**src/rtl/spq_pkg.sv**
```systemverilog
// Shared constants, codes and types of the strict-priority four-class queue.
package spq_pkg;

   // Queue geometry.
   localparam int QUEUE_DEPTH = 16;
   localparam int TAG_WIDTH   = 8;
   localparam int NUM_CLASSES = 4;

   // Fixed field widths of the request and response channels.
   localparam int CLASS_W  = 2;
   localparam int TAG_IN_W = 8;
   localparam int TOTAL_W  = 7;

   // Derived widths.
   localparam int STORE_W = (TAG_WIDTH < TAG_IN_W) ? TAG_WIDTH : TAG_IN_W;
   localparam int PTR_W   = $clog2(QUEUE_DEPTH);
   localparam int CNT_W   = $clog2(QUEUE_DEPTH + 1);
   localparam int CIDX_W  = (NUM_CLASSES > 1) ? $clog2(NUM_CLASSES) : 1;
   localparam int SLOTS   = NUM_CLASSES * QUEUE_DEPTH;
   localparam int ADDR_W  = $clog2(SLOTS);

   // Request command codes.
   typedef enum logic [0:0] {
      CMD_ENQUEUE = 1'b0,
      CMD_DEQUEUE = 1'b1
   } command_type;

   // One registered request.
   typedef struct packed {
      command_type         command;
      logic [CLASS_W-1:0]  priority_class;
      logic [TAG_IN_W-1:0] task_tag;
   } request_type;

   // Response fields that do not come from the tag store.
   typedef struct packed {
      logic               task_valid;
      logic [CLASS_W-1:0] class_out;
      logic               enqueue_refused;
      logic [TOTAL_W-1:0] total_waiting;
   } result_type;

   // Tag store write and read controls.
   typedef struct packed {
      logic               wr_en;
      logic [ADDR_W-1:0]  wr_addr;
      logic [STORE_W-1:0] wr_data;
      logic               rd_en;
      logic [ADDR_W-1:0]  rd_addr;
   } store_ctl_type;

endpackage

```
**src/rtl/spq_req_if.sv**
```systemverilog
// Request channel: valid/ready handshake with the enqueue or dequeue command.
interface spq_req_if;
   logic                         valid;
   logic                         ready;
   logic                         command;
   logic [spq_pkg::CLASS_W-1:0]  priority_class;
   logic [spq_pkg::TAG_IN_W-1:0] task_tag;

   modport source (output valid, output command, output priority_class, output task_tag,
                   input ready);
   modport sink   (input valid, input command, input priority_class, input task_tag,
                   output ready);
endinterface

```
**src/rtl/spq_rsp_if.sv**
```systemverilog
// Response channel: valid/ready handshake with the scheduling result.
interface spq_rsp_if;
   logic                         valid;
   logic                         ready;
   logic                         task_valid;
   logic [spq_pkg::TAG_IN_W-1:0] task_out;
   logic [spq_pkg::CLASS_W-1:0]  class_out;
   logic                         enqueue_refused;
   logic [spq_pkg::TOTAL_W-1:0]  total_waiting;

   modport source (output valid, output task_valid, output task_out, output class_out,
                   output enqueue_refused, output total_waiting, input ready);
   modport sink   (input valid, input task_valid, input task_out, input class_out,
                   input enqueue_refused, input total_waiting, output ready);
endinterface

```
**src/rtl/strict_priority_four_class_queue.sv**
```systemverilog
// Strict-priority four-class task queue with a per-class FIFO in a shared tag RAM.
// A request is held in the request register, then its result in the response register.
// Throughput: one request per cycle while the response channel is ready; the
// bookkeeping stage and the tag RAM port each handle one request a cycle.
// Reset: synchronous, active high; clears all pointers, counts and valid flags.
// The tag RAM is not cleared; only entries that were written are ever read.
module strict_priority_four_class_queue (
   input logic        clock,
   input logic        reset,
   spq_req_if.sink    req_bus,
   spq_rsp_if.source  rsp_bus
);

   logic                          a_valid_ff;
   logic                          a_valid_in;
   spq_pkg::request_type          a_req_ff;
   logic                          rsp_valid_ff;
   logic                          rsp_valid_in;
   spq_pkg::result_type           res_ff;
   spq_pkg::result_type           res_in;
   spq_pkg::store_ctl_type        store_ctl;
   logic [spq_pkg::STORE_W-1:0]   rd_data;
   logic [spq_pkg::TAG_IN_W-1:0]  tag_wide;
   logic                          out_open;
   logic                          a_fire;
   logic                          req_fire;

   // Pipeline handshake: the request stage moves when the response register frees up.
   always_comb begin
      out_open      = !rsp_valid_ff || rsp_bus.ready;
      a_fire        = a_valid_ff && out_open;
      req_bus.ready = !a_valid_ff || out_open;
      req_fire      = req_bus.valid && req_bus.ready;
      a_valid_in    = req_fire ? 1'b1 : (a_fire ? 1'b0 : a_valid_ff);
      rsp_valid_in  = a_fire ? 1'b1 : (rsp_bus.ready ? 1'b0 : rsp_valid_ff);
   end

   // Request register.
   always_ff @(posedge clock) begin
      if (reset) begin
         a_valid_ff <= 1'b0;
      end else begin
         a_valid_ff <= a_valid_in;
      end
   end

   always_ff @(posedge clock) begin
      if (req_fire) begin
         a_req_ff.command        <= spq_pkg::command_type'(req_bus.command);
         a_req_ff.priority_class <= req_bus.priority_class;
         a_req_ff.task_tag       <= req_bus.task_tag;
      end
   end

   // Queue bookkeeping and priority selection.
   spq_sched u_sched (
      .clock     (clock),
      .reset     (reset),
      .fire      (a_fire),
      .req       (a_req_ff),
      .store_ctl (store_ctl),
      .result    (res_in)
   );

   // Tag store for all class queues.
   spq_ram #(
      .WIDTH (spq_pkg::STORE_W),
      .DEPTH (spq_pkg::SLOTS)
   ) u_store (
      .clock   (clock),
      .wr_en   (store_ctl.wr_en),
      .wr_addr (store_ctl.wr_addr),
      .wr_data (store_ctl.wr_data),
      .rd_en   (store_ctl.rd_en),
      .rd_addr (store_ctl.rd_addr),
      .rd_data (rd_data)
   );

   // Response register.
   always_ff @(posedge clock) begin
      if (reset) begin
         rsp_valid_ff <= 1'b0;
      end else begin
         rsp_valid_ff <= rsp_valid_in;
      end
   end

   always_ff @(posedge clock) begin
      if (a_fire) begin
         res_ff <= res_in;
      end
   end

   // The read data holds while the response waits; it is zero unless a task came out.
   always_comb begin
      tag_wide = '0;
      if (res_ff.task_valid) begin
         tag_wide[spq_pkg::STORE_W-1:0] = rd_data;
      end
   end

   assign rsp_bus.valid           = rsp_valid_ff;
   assign rsp_bus.task_valid      = res_ff.task_valid;
   assign rsp_bus.task_out        = tag_wide;
   assign rsp_bus.class_out       = res_ff.class_out;
   assign rsp_bus.enqueue_refused = res_ff.enqueue_refused;
   assign rsp_bus.total_waiting   = res_ff.total_waiting;

`ifndef SYNTHESIS
   // No response is pending in the cycle after reset.
   a_reset_clears: assert property (@(posedge clock) reset |=> !rsp_valid_ff)
      else $error("response valid after reset");

   // A dequeue that sees waiting tasks must return one.
   a_deq_returns: assert property (@(posedge clock) disable iff (reset)
      (a_fire && a_req_ff.command == spq_pkg::CMD_DEQUEUE && res_in.total_waiting
       != {spq_pkg::TOTAL_W{1'b1}} && store_ctl.rd_en)
      |=> (rsp_valid_ff && rsp_bus.task_valid))
      else $error("dequeue with waiting tasks returned nothing");

   // A returned task and a refusal never appear in the same response.
   a_excl: assert property (@(posedge clock) disable iff (reset)
      rsp_valid_ff |-> !(rsp_bus.task_valid && rsp_bus.enqueue_refused))
      else $error("task returned and enqueue refused together");

   // A store write comes only from an accepted enqueue, a read only from a dequeue.
   a_store_ctl: assert property (@(posedge clock) disable iff (reset)
      (store_ctl.wr_en || store_ctl.rd_en) |-> (a_fire && !(store_ctl.wr_en && store_ctl.rd_en)))
      else $error("tag store access without an accepted request");
`endif

endmodule

```
**src/rtl/spq_ram.sv**
```systemverilog
// Generic single-write, single-read RAM with registered read data.
module spq_ram #(
   parameter int WIDTH = 8,
   parameter int DEPTH = 64
) (
   input  logic                     clock,
   input  logic                     wr_en,
   input  logic [$clog2(DEPTH)-1:0] wr_addr,
   input  logic [WIDTH-1:0]         wr_data,
   input  logic                     rd_en,
   input  logic [$clog2(DEPTH)-1:0] rd_addr,
   output logic [WIDTH-1:0]         rd_data
);

   logic [WIDTH-1:0] mem_ff [DEPTH];
   logic [WIDTH-1:0] rd_data_ff;

   // Write port.
   always_ff @(posedge clock) begin
      if (wr_en) begin
         mem_ff[wr_addr] <= wr_data;
      end
   end

   // Read port; the data holds until the next read.
   always_ff @(posedge clock) begin
      if (rd_en) begin
         rd_data_ff <= mem_ff[rd_addr];
      end
   end

   assign rd_data = rd_data_ff;

endmodule

```
**src/rtl/spq_sched.sv**
```systemverilog
// Queue bookkeeping: per-class pointers and counts, priority pick and store access.
module spq_sched (
   input  logic                   clock,
   input  logic                   reset,
   input  logic                   fire,
   input  spq_pkg::request_type   req,
   output spq_pkg::store_ctl_type store_ctl,
   output spq_pkg::result_type    result
);

   logic [spq_pkg::PTR_W-1:0]   head_ff  [spq_pkg::NUM_CLASSES];
   logic [spq_pkg::PTR_W-1:0]   head_in  [spq_pkg::NUM_CLASSES];
   logic [spq_pkg::PTR_W-1:0]   tail_ff  [spq_pkg::NUM_CLASSES];
   logic [spq_pkg::PTR_W-1:0]   tail_in  [spq_pkg::NUM_CLASSES];
   logic [spq_pkg::CNT_W-1:0]   count_ff [spq_pkg::NUM_CLASSES];
   logic [spq_pkg::CNT_W-1:0]   count_in [spq_pkg::NUM_CLASSES];
   logic [spq_pkg::TOTAL_W-1:0] total_ff;
   logic [spq_pkg::TOTAL_W-1:0] total_in;

   logic [spq_pkg::NUM_CLASSES-1:0] full;
   logic [spq_pkg::NUM_CLASSES-1:0] busy;
   logic [spq_pkg::CIDX_W-1:0]      cls_idx;
   logic [spq_pkg::CIDX_W-1:0]      sel;
   logic                            cls_ok;
   logic                            is_enq;
   logic                            found;
   logic                            enq_ok;
   logic                            deq_ok;
   logic                            enq_hit;
   logic                            deq_hit;

   // Next slot with wrap at the end of a class region.
   function automatic logic [spq_pkg::PTR_W-1:0] advance(input logic [spq_pkg::PTR_W-1:0] ptr);
      logic [spq_pkg::PTR_W-1:0] nxt;
      nxt = ptr + 1'b1;
      if (ptr == spq_pkg::PTR_W'(spq_pkg::QUEUE_DEPTH - 1)) begin
         nxt = '0;
      end
      return nxt;
   endfunction

   // Per-class status flags, each from its own count.
   always_comb begin
      for (int c = 0; c < spq_pkg::NUM_CLASSES; c++) begin
         full[c] = (count_ff[c] == spq_pkg::CNT_W'(spq_pkg::QUEUE_DEPTH));
         busy[c] = (count_ff[c] != '0);
      end
   end

   // Highest-priority non-empty class: the lowest index wins.
   always_comb begin
      sel   = '0;
      found = 1'b0;
      for (int c = spq_pkg::NUM_CLASSES - 1; c >= 0; c--) begin
         if (busy[c]) begin
            sel   = spq_pkg::CIDX_W'(c);
            found = 1'b1;
         end
      end
   end

   // Decide what this request does.
   always_comb begin
      is_enq  = (req.command == spq_pkg::CMD_ENQUEUE);
      cls_ok  = (32'(req.priority_class) < spq_pkg::NUM_CLASSES);
      cls_idx = spq_pkg::CIDX_W'(req.priority_class);
      enq_ok  = fire && is_enq && cls_ok && !full[cls_idx];
      deq_ok  = fire && !is_enq && found;
   end

   // Next pointers and counts for every class.
   always_comb begin
      enq_hit = 1'b0;
      deq_hit = 1'b0;
      for (int c = 0; c < spq_pkg::NUM_CLASSES; c++) begin
         enq_hit     = enq_ok && (cls_idx == spq_pkg::CIDX_W'(c));
         deq_hit     = deq_ok && (sel == spq_pkg::CIDX_W'(c));
         count_in[c] = count_ff[c] + spq_pkg::CNT_W'(enq_hit) - spq_pkg::CNT_W'(deq_hit);
         tail_in[c]  = enq_hit ? advance(tail_ff[c]) : tail_ff[c];
         head_in[c]  = deq_hit ? advance(head_ff[c]) : head_ff[c];
      end
      total_in = total_ff + spq_pkg::TOTAL_W'(enq_ok) - spq_pkg::TOTAL_W'(deq_ok);
   end

   // Tag store access: write at the tail on enqueue, read at the head on dequeue.
   always_comb begin
      store_ctl.wr_en   = enq_ok;
      store_ctl.wr_addr = spq_pkg::ADDR_W'(32'(cls_idx) * spq_pkg::QUEUE_DEPTH
                                           + 32'(tail_ff[cls_idx]));
      store_ctl.wr_data = req.task_tag[spq_pkg::STORE_W-1:0];
      store_ctl.rd_en   = deq_ok;
      store_ctl.rd_addr = spq_pkg::ADDR_W'(32'(sel) * spq_pkg::QUEUE_DEPTH
                                           + 32'(head_ff[sel]));
   end

   // Response fields other than the tag.
   always_comb begin
      result.task_valid      = !is_enq && found;
      result.class_out       = (!is_enq && found) ? spq_pkg::CLASS_W'(sel) : '0;
      result.enqueue_refused = is_enq && !(cls_ok && !full[cls_idx]);
      result.total_waiting   = total_in;
   end

   // Bookkeeping registers.
   always_ff @(posedge clock) begin
      if (reset) begin
         for (int c = 0; c < spq_pkg::NUM_CLASSES; c++) begin
            head_ff[c]  <= '0;
            tail_ff[c]  <= '0;
            count_ff[c] <= '0;
         end
         total_ff <= '0;
      end else begin
         for (int c = 0; c < spq_pkg::NUM_CLASSES; c++) begin
            head_ff[c]  <= head_in[c];
            tail_ff[c]  <= tail_in[c];
            count_ff[c] <= count_in[c];
         end
         total_ff <= total_in;
      end
   end

endmodule

```
**src/flat_wrapper.sv**
```systemverilog
// flat-port wrapper written by rule: the top's interface ports become plain ports
module strict_priority_four_class_queue_flat 
  (clock, reset, req_bus_valid, req_bus_command, req_bus_priority_class, req_bus_task_tag, req_bus_ready, rsp_bus_valid, rsp_bus_task_valid, rsp_bus_task_out, rsp_bus_class_out, rsp_bus_enqueue_refused, rsp_bus_total_waiting, rsp_bus_ready);
  spq_req_if req_bus_i ();
  spq_rsp_if rsp_bus_i ();
  input logic clock;
  input logic reset;
  input wire logic [$bits(req_bus_i.valid)-1:0] req_bus_valid;
  input wire logic [$bits(req_bus_i.command)-1:0] req_bus_command;
  input wire logic [$bits(req_bus_i.priority_class)-1:0] req_bus_priority_class;
  input wire logic [$bits(req_bus_i.task_tag)-1:0] req_bus_task_tag;
  output wire logic [$bits(req_bus_i.ready)-1:0] req_bus_ready;
  output wire logic [$bits(rsp_bus_i.valid)-1:0] rsp_bus_valid;
  output wire logic [$bits(rsp_bus_i.task_valid)-1:0] rsp_bus_task_valid;
  output wire logic [$bits(rsp_bus_i.task_out)-1:0] rsp_bus_task_out;
  output wire logic [$bits(rsp_bus_i.class_out)-1:0] rsp_bus_class_out;
  output wire logic [$bits(rsp_bus_i.enqueue_refused)-1:0] rsp_bus_enqueue_refused;
  output wire logic [$bits(rsp_bus_i.total_waiting)-1:0] rsp_bus_total_waiting;
  input wire logic [$bits(rsp_bus_i.ready)-1:0] rsp_bus_ready;
  assign req_bus_i.valid = req_bus_valid;
  assign req_bus_i.command = req_bus_command;
  assign req_bus_i.priority_class = req_bus_priority_class;
  assign req_bus_i.task_tag = req_bus_task_tag;
  assign req_bus_ready = req_bus_i.ready;
  assign rsp_bus_valid = rsp_bus_i.valid;
  assign rsp_bus_task_valid = rsp_bus_i.task_valid;
  assign rsp_bus_task_out = rsp_bus_i.task_out;
  assign rsp_bus_class_out = rsp_bus_i.class_out;
  assign rsp_bus_enqueue_refused = rsp_bus_i.enqueue_refused;
  assign rsp_bus_total_waiting = rsp_bus_i.total_waiting;
  assign rsp_bus_i.ready = rsp_bus_ready;
  strict_priority_four_class_queue u_core (.clock(clock), .reset(reset), .req_bus(req_bus_i), .rsp_bus(rsp_bus_i));
endmodule
```
**config.mk**
```make
export PLATFORM = sky130hd
export DESIGN_NAME = strict_priority_four_class_queue_flat
export DESIGN_NICKNAME = d
export VERILOG_FILES = /design/src/rtl/spq_pkg.sv /design/src/rtl/spq_req_if.sv /design/src/rtl/spq_rsp_if.sv /design/src/rtl/strict_priority_four_class_queue.sv /design/src/rtl/spq_ram.sv /design/src/rtl/spq_sched.sv /design/src/flat_wrapper.sv
export SDC_FILE = /design/constraint.sdc
export NUM_CORES = 1
export LEC_CHECK = 0
export BUFFER_PORTS_ARGS = -buffer_cell sky130_fd_sc_hd__buf_4
export CAP_MARGIN = 25
export CORE_ASPECT_RATIO = 0.5
export CORE_UTILIZATION = 52
export CTS_CLUSTER_SIZE = 25
export DETAILED_ROUTE_END_ITERATION = 7
export GPL_TIMING_DRIVEN = 0
export HOLD_SLACK_MARGIN = 0.15
export PLACE_DENSITY = 0.82
export SLEW_MARGIN = 30
export SYNTH_ARGS = -nofsm -noshare
export SYNTH_HDL_FRONTEND = slang
export SYNTH_HIERARCHICAL = 1
export SYNTH_SLANG_ARGS = --single-unit
```
**constraint.sdc**
```tcl
create_clock -name clock -period 3.53 [get_ports clock]
set_clock_uncertainty 0.1 [all_clocks]
set_input_delay 0.706 -clock clock [delete_from_list [all_inputs] [get_ports clock]]
set_output_delay 0.706 -clock clock [all_outputs]
set_load 0.05 [all_outputs]
```
==> impl_metrics.tcl <==
set metrics [dict create \
    synth_edf_count 542 \
    drt-initial-drc-count 2456 \
    cp_slowest_cell "or4_4" \
    design_area_sq_mm 0.02952 \
    fmax_mhz 253.0 \
    hold_violations 0 \
    synth_most_common_cell "edfxtp_1" \
    post_drt_wl_per_cell_um 32.11 \
    syn_inst 1426 \
    final_nets 1622 \
    synth_top_cell_by_area "edfxtp_1" \
    htreeDepth 2 \
    regArea_sq_mm 0.01750 \
    utilization 0.6270 \
    worst_slack_ns -0.4225 \
    antenna_cells 0 \
    gp_congestion 0.8796 \
    core_area_sq_mm 0.04709 \
    place_ws_ns -1.251 \
    dp.cells 2100 \
    start_kind "flop" \
    fin_crit_ns 3.952 \
    numClockSinks 603 \
    yosysSeqAreaShare 0.7018 \
    cp.required_ns 3.77 \
    critPathMaxFanout 10 \
    syn-num-nets 1485 \
    power.density_mw_per_mm2 990.7 \
    final_cell_count_no_fill 2243 \
    grt_pass1_wl_mm 96.77 \
    fin_crit_sh 1.120 \
    vias 15461 \
    rsz0062_at_grt "true" \
    cts_tree "yes" \
    worst_path_largest_cell_delay_ns 0.54 \
    drc 0 \
    rows 56 \
    die_h_um 156.8 \
    worstPathCellList "inv_2 > ha_4 > or4b_4 > or4_4 > o21ai_2 > a21oi_2 > buf_6 > buf_12 > buf_12 > buf_8 > nand3b_1 > buf_6 > o221ai_4 > a21oi_1 > o21ai_1 > o41ai_1" \
    insertion_delay_ns 0.59 \
    clockRootBuffer "clkbuf_16" \
    nFillCells 2941 \
    leakagePower_nw 9.412 \
    critPathArrivalTime_ns 4.19 \
    maxSlewViolCount 0 \
    drv_cap 0 \
    ys_warn_count 6 \
    yosys-top-cells-count "edfxtp_1 (542), mux4_2 (130), nor2_1 (121), dfxtp_1 (61), inv_1 (49)" \
    clk_pin_slew_ns 0.07 \
    drt_wl_total_mm 72.03 \
    die_area_sq_mm 0.04888 \
    tightest_slew_ns 1.131 \
    grt_max_degree 65 \
    ios 36 \
    dpl-instance-area_sq_mm 0.02607 \
    cts_buffer_depth 3 \
    die_w_um 311.7 \
    async_flop_share 0 \
    track_usage 0.2744 \
    ys_types 73 \
    grt_pass1_vias 14667 \
    syn_avg_cell_area_sq_um 17.48 \
    critical-path-top-delay-family "simple AND/OR/NAND/NOR gates" \
    outcome "finished, violations left" \
    violations "setup timing" \
    ant_nets 0 \
    hold_class "in -> reg" \
    place.port_buffers 35 \
    grt_overflow_total 0 \
    vias_per_cell 6.893 \
    synth_top_cell_area_share 0.6528 \
    hpwl_mm 37.61 \
    path_class "reg -> reg" \
    max-vdd-ir-drop_uv 668.7 \
    ys.flop_type "edfxtp_1" \
    drive_above_1_share 0.3346 \
    synth_area_leaders "edfxtp_1 (65%), mux4_2 (12%), dfxtp_1 (4.9%)" \
    setup_viol 125 \
    synth-seq-cells 603 \
    slew_headroom 0.2461 \
    drtPass1Iterations 6 \
    endpoint_kind "flop" \
    critPathBufInv 6 \
    netlist_area_sq_mm 0.02493 \
    area_growth_pct 18.42 \
    multiInputGateArea_sq_mm 0.007821 \
    start_util 0.5295 \
    cts_made_buffers 52 \
    antenna_found_initial 0 \
]
[power by group]
group	switching [mW]	internal (mW)
logic	8.44	6.68
registers	0.123	8.05
clock network	2.66	3.29
total	11.2	18.0
[final timing paths]
path	to	startpoint	slack, ns	cells after the start
hold / removal	u_core/a_req_ff[2]$_DFFE_PP_	req_bus_task_tag[2]	0.19	1
setup reg to reg	u_core/u_store/rd_data[3]$_DFFE_PP_	u_core/u_sched/count_ff[2][3]$_SDFF_PP0_	-0.42	16
setup / recovery	u_core/u_store/rd_data[3]$_DFFE_PP_	u_core/u_sched/count_ff[2][3]$_SDFF_PP0_	-0.42	16
hold reg to reg	u_core/rsp_bus.valid$_SDFFE_PP0P_	u_core/a_valid_ff$_SDFFE_PP0P_	0.40	2
[final cells by class]
cell class                      count  share of cell area
Timing Repair Buffer               88             0.02594
Tap cell                          638             0.02704
Clock inverter                     27             0.01115
Multi-Input combinational cell    695              0.2649
Inverter                           49            0.006230
Clock buffer                       69             0.04691
Buffer                             74             0.02496
Sequential cell                   603              0.5929
[flip-flops by register name, summed over array words and instances, names as in the netlist]
register and cells:
u_core/u_sched/tail_ff 16, u_core/u_sched/total_ff 7, u_core/rsp_bus.class_out 2, u_core/rsp_bus.valid 1, u_core/u_store/mem_ff 512, u_core/u_sched/head_ff 16
u_core/rsp_bus.total_waiting 7, u_core/rsp_bus.enqueue_refused 1, u_core/u_sched/count_ff 20, u_core/u_store/rd_data 8, u_core/a_req_ff 11, u_core/a_valid_ff 1
u_core/rsp_bus.task_valid 1
[repair_timing]
action | CTS | global route
pin swaps | 13 | 11
setup endpoints to repair | 532 | 354
buffers inserted | 19 | 31
hold buffers | 0 | 0
endpoints found under the hold margin | 0 | 0
cloned | 0 | 2
resized for setup | 234 | 101
[cell usage in the layout (no fill, tap or decap), drive strengths merged, types with 34 or more instances in the layout]
cell	instances
mux4	130
nor2b	34
a21oi	43
nand2	35
dfxtp	61
inv	51
edfxtp	542
nor2	121
buf	138
ha	39
clkbuf	93
[routing by layer]
| metal | track usage | up-vias | routed length (um) |
|---|---|---|---|
| met5 | 0 | - | 0 |
| met4 | 0.1261 | 0 | 4526 |
| met3 | 0.07699 | 371 | 10000 |
| met2 | 0.4424 | 1452 | 33030 |
| met1 | 0.3494 | 7696 | 24470 |
| li1 | - | 5942 | - |
[cells by family (layout without fill, tap and decap cells)]
kind of cell	after synthesis	in the layout	synth area share
XOR/XNOR	15	15	0.005269
AO/OA/AOI/OAI	149	149	0.04090
flip-flops	603	603	0.7018
multiplexers	175	175	0.1361
AND/OR/NAND/NOR	312	312	0.06584
buffers and inverters	128	307	0.02650
adder cells (fa/ha/maj)	44	44	0.02359
[stage by stage]
stage                     setup TNS, ns  power (mW)  hold slack [ns]
final                            -10.02       29.25           0.1936
after detailed placement        -298.64       19.14           0.3897
after floorplan                       0       15.86           0.3603
after CTS                        -2.249       26.69           0.1826
after global routing             -17.66       29.58           0.1788
after global placement          -212.24       18.89           0.3759
[worst register-to-register path: stages (launching register included)]
cell and delay (ns):
dfxtp_2 0.32, inv_2 0.07, ha_4 0.14, or4b_4 0.51
or4_4 0.54, o21ai_2 0.07, a21oi_2 0.07, buf_6 0.17
buf_12 0.17, buf_12 0.16, buf_8 0.18, nand3b_1 0.38
buf_6 0.26, o221ai_4 0.20, a21oi_1 0.12, o21ai_1 0.14
o41ai_1 0.11
Power figures use the tool's default switching activity.
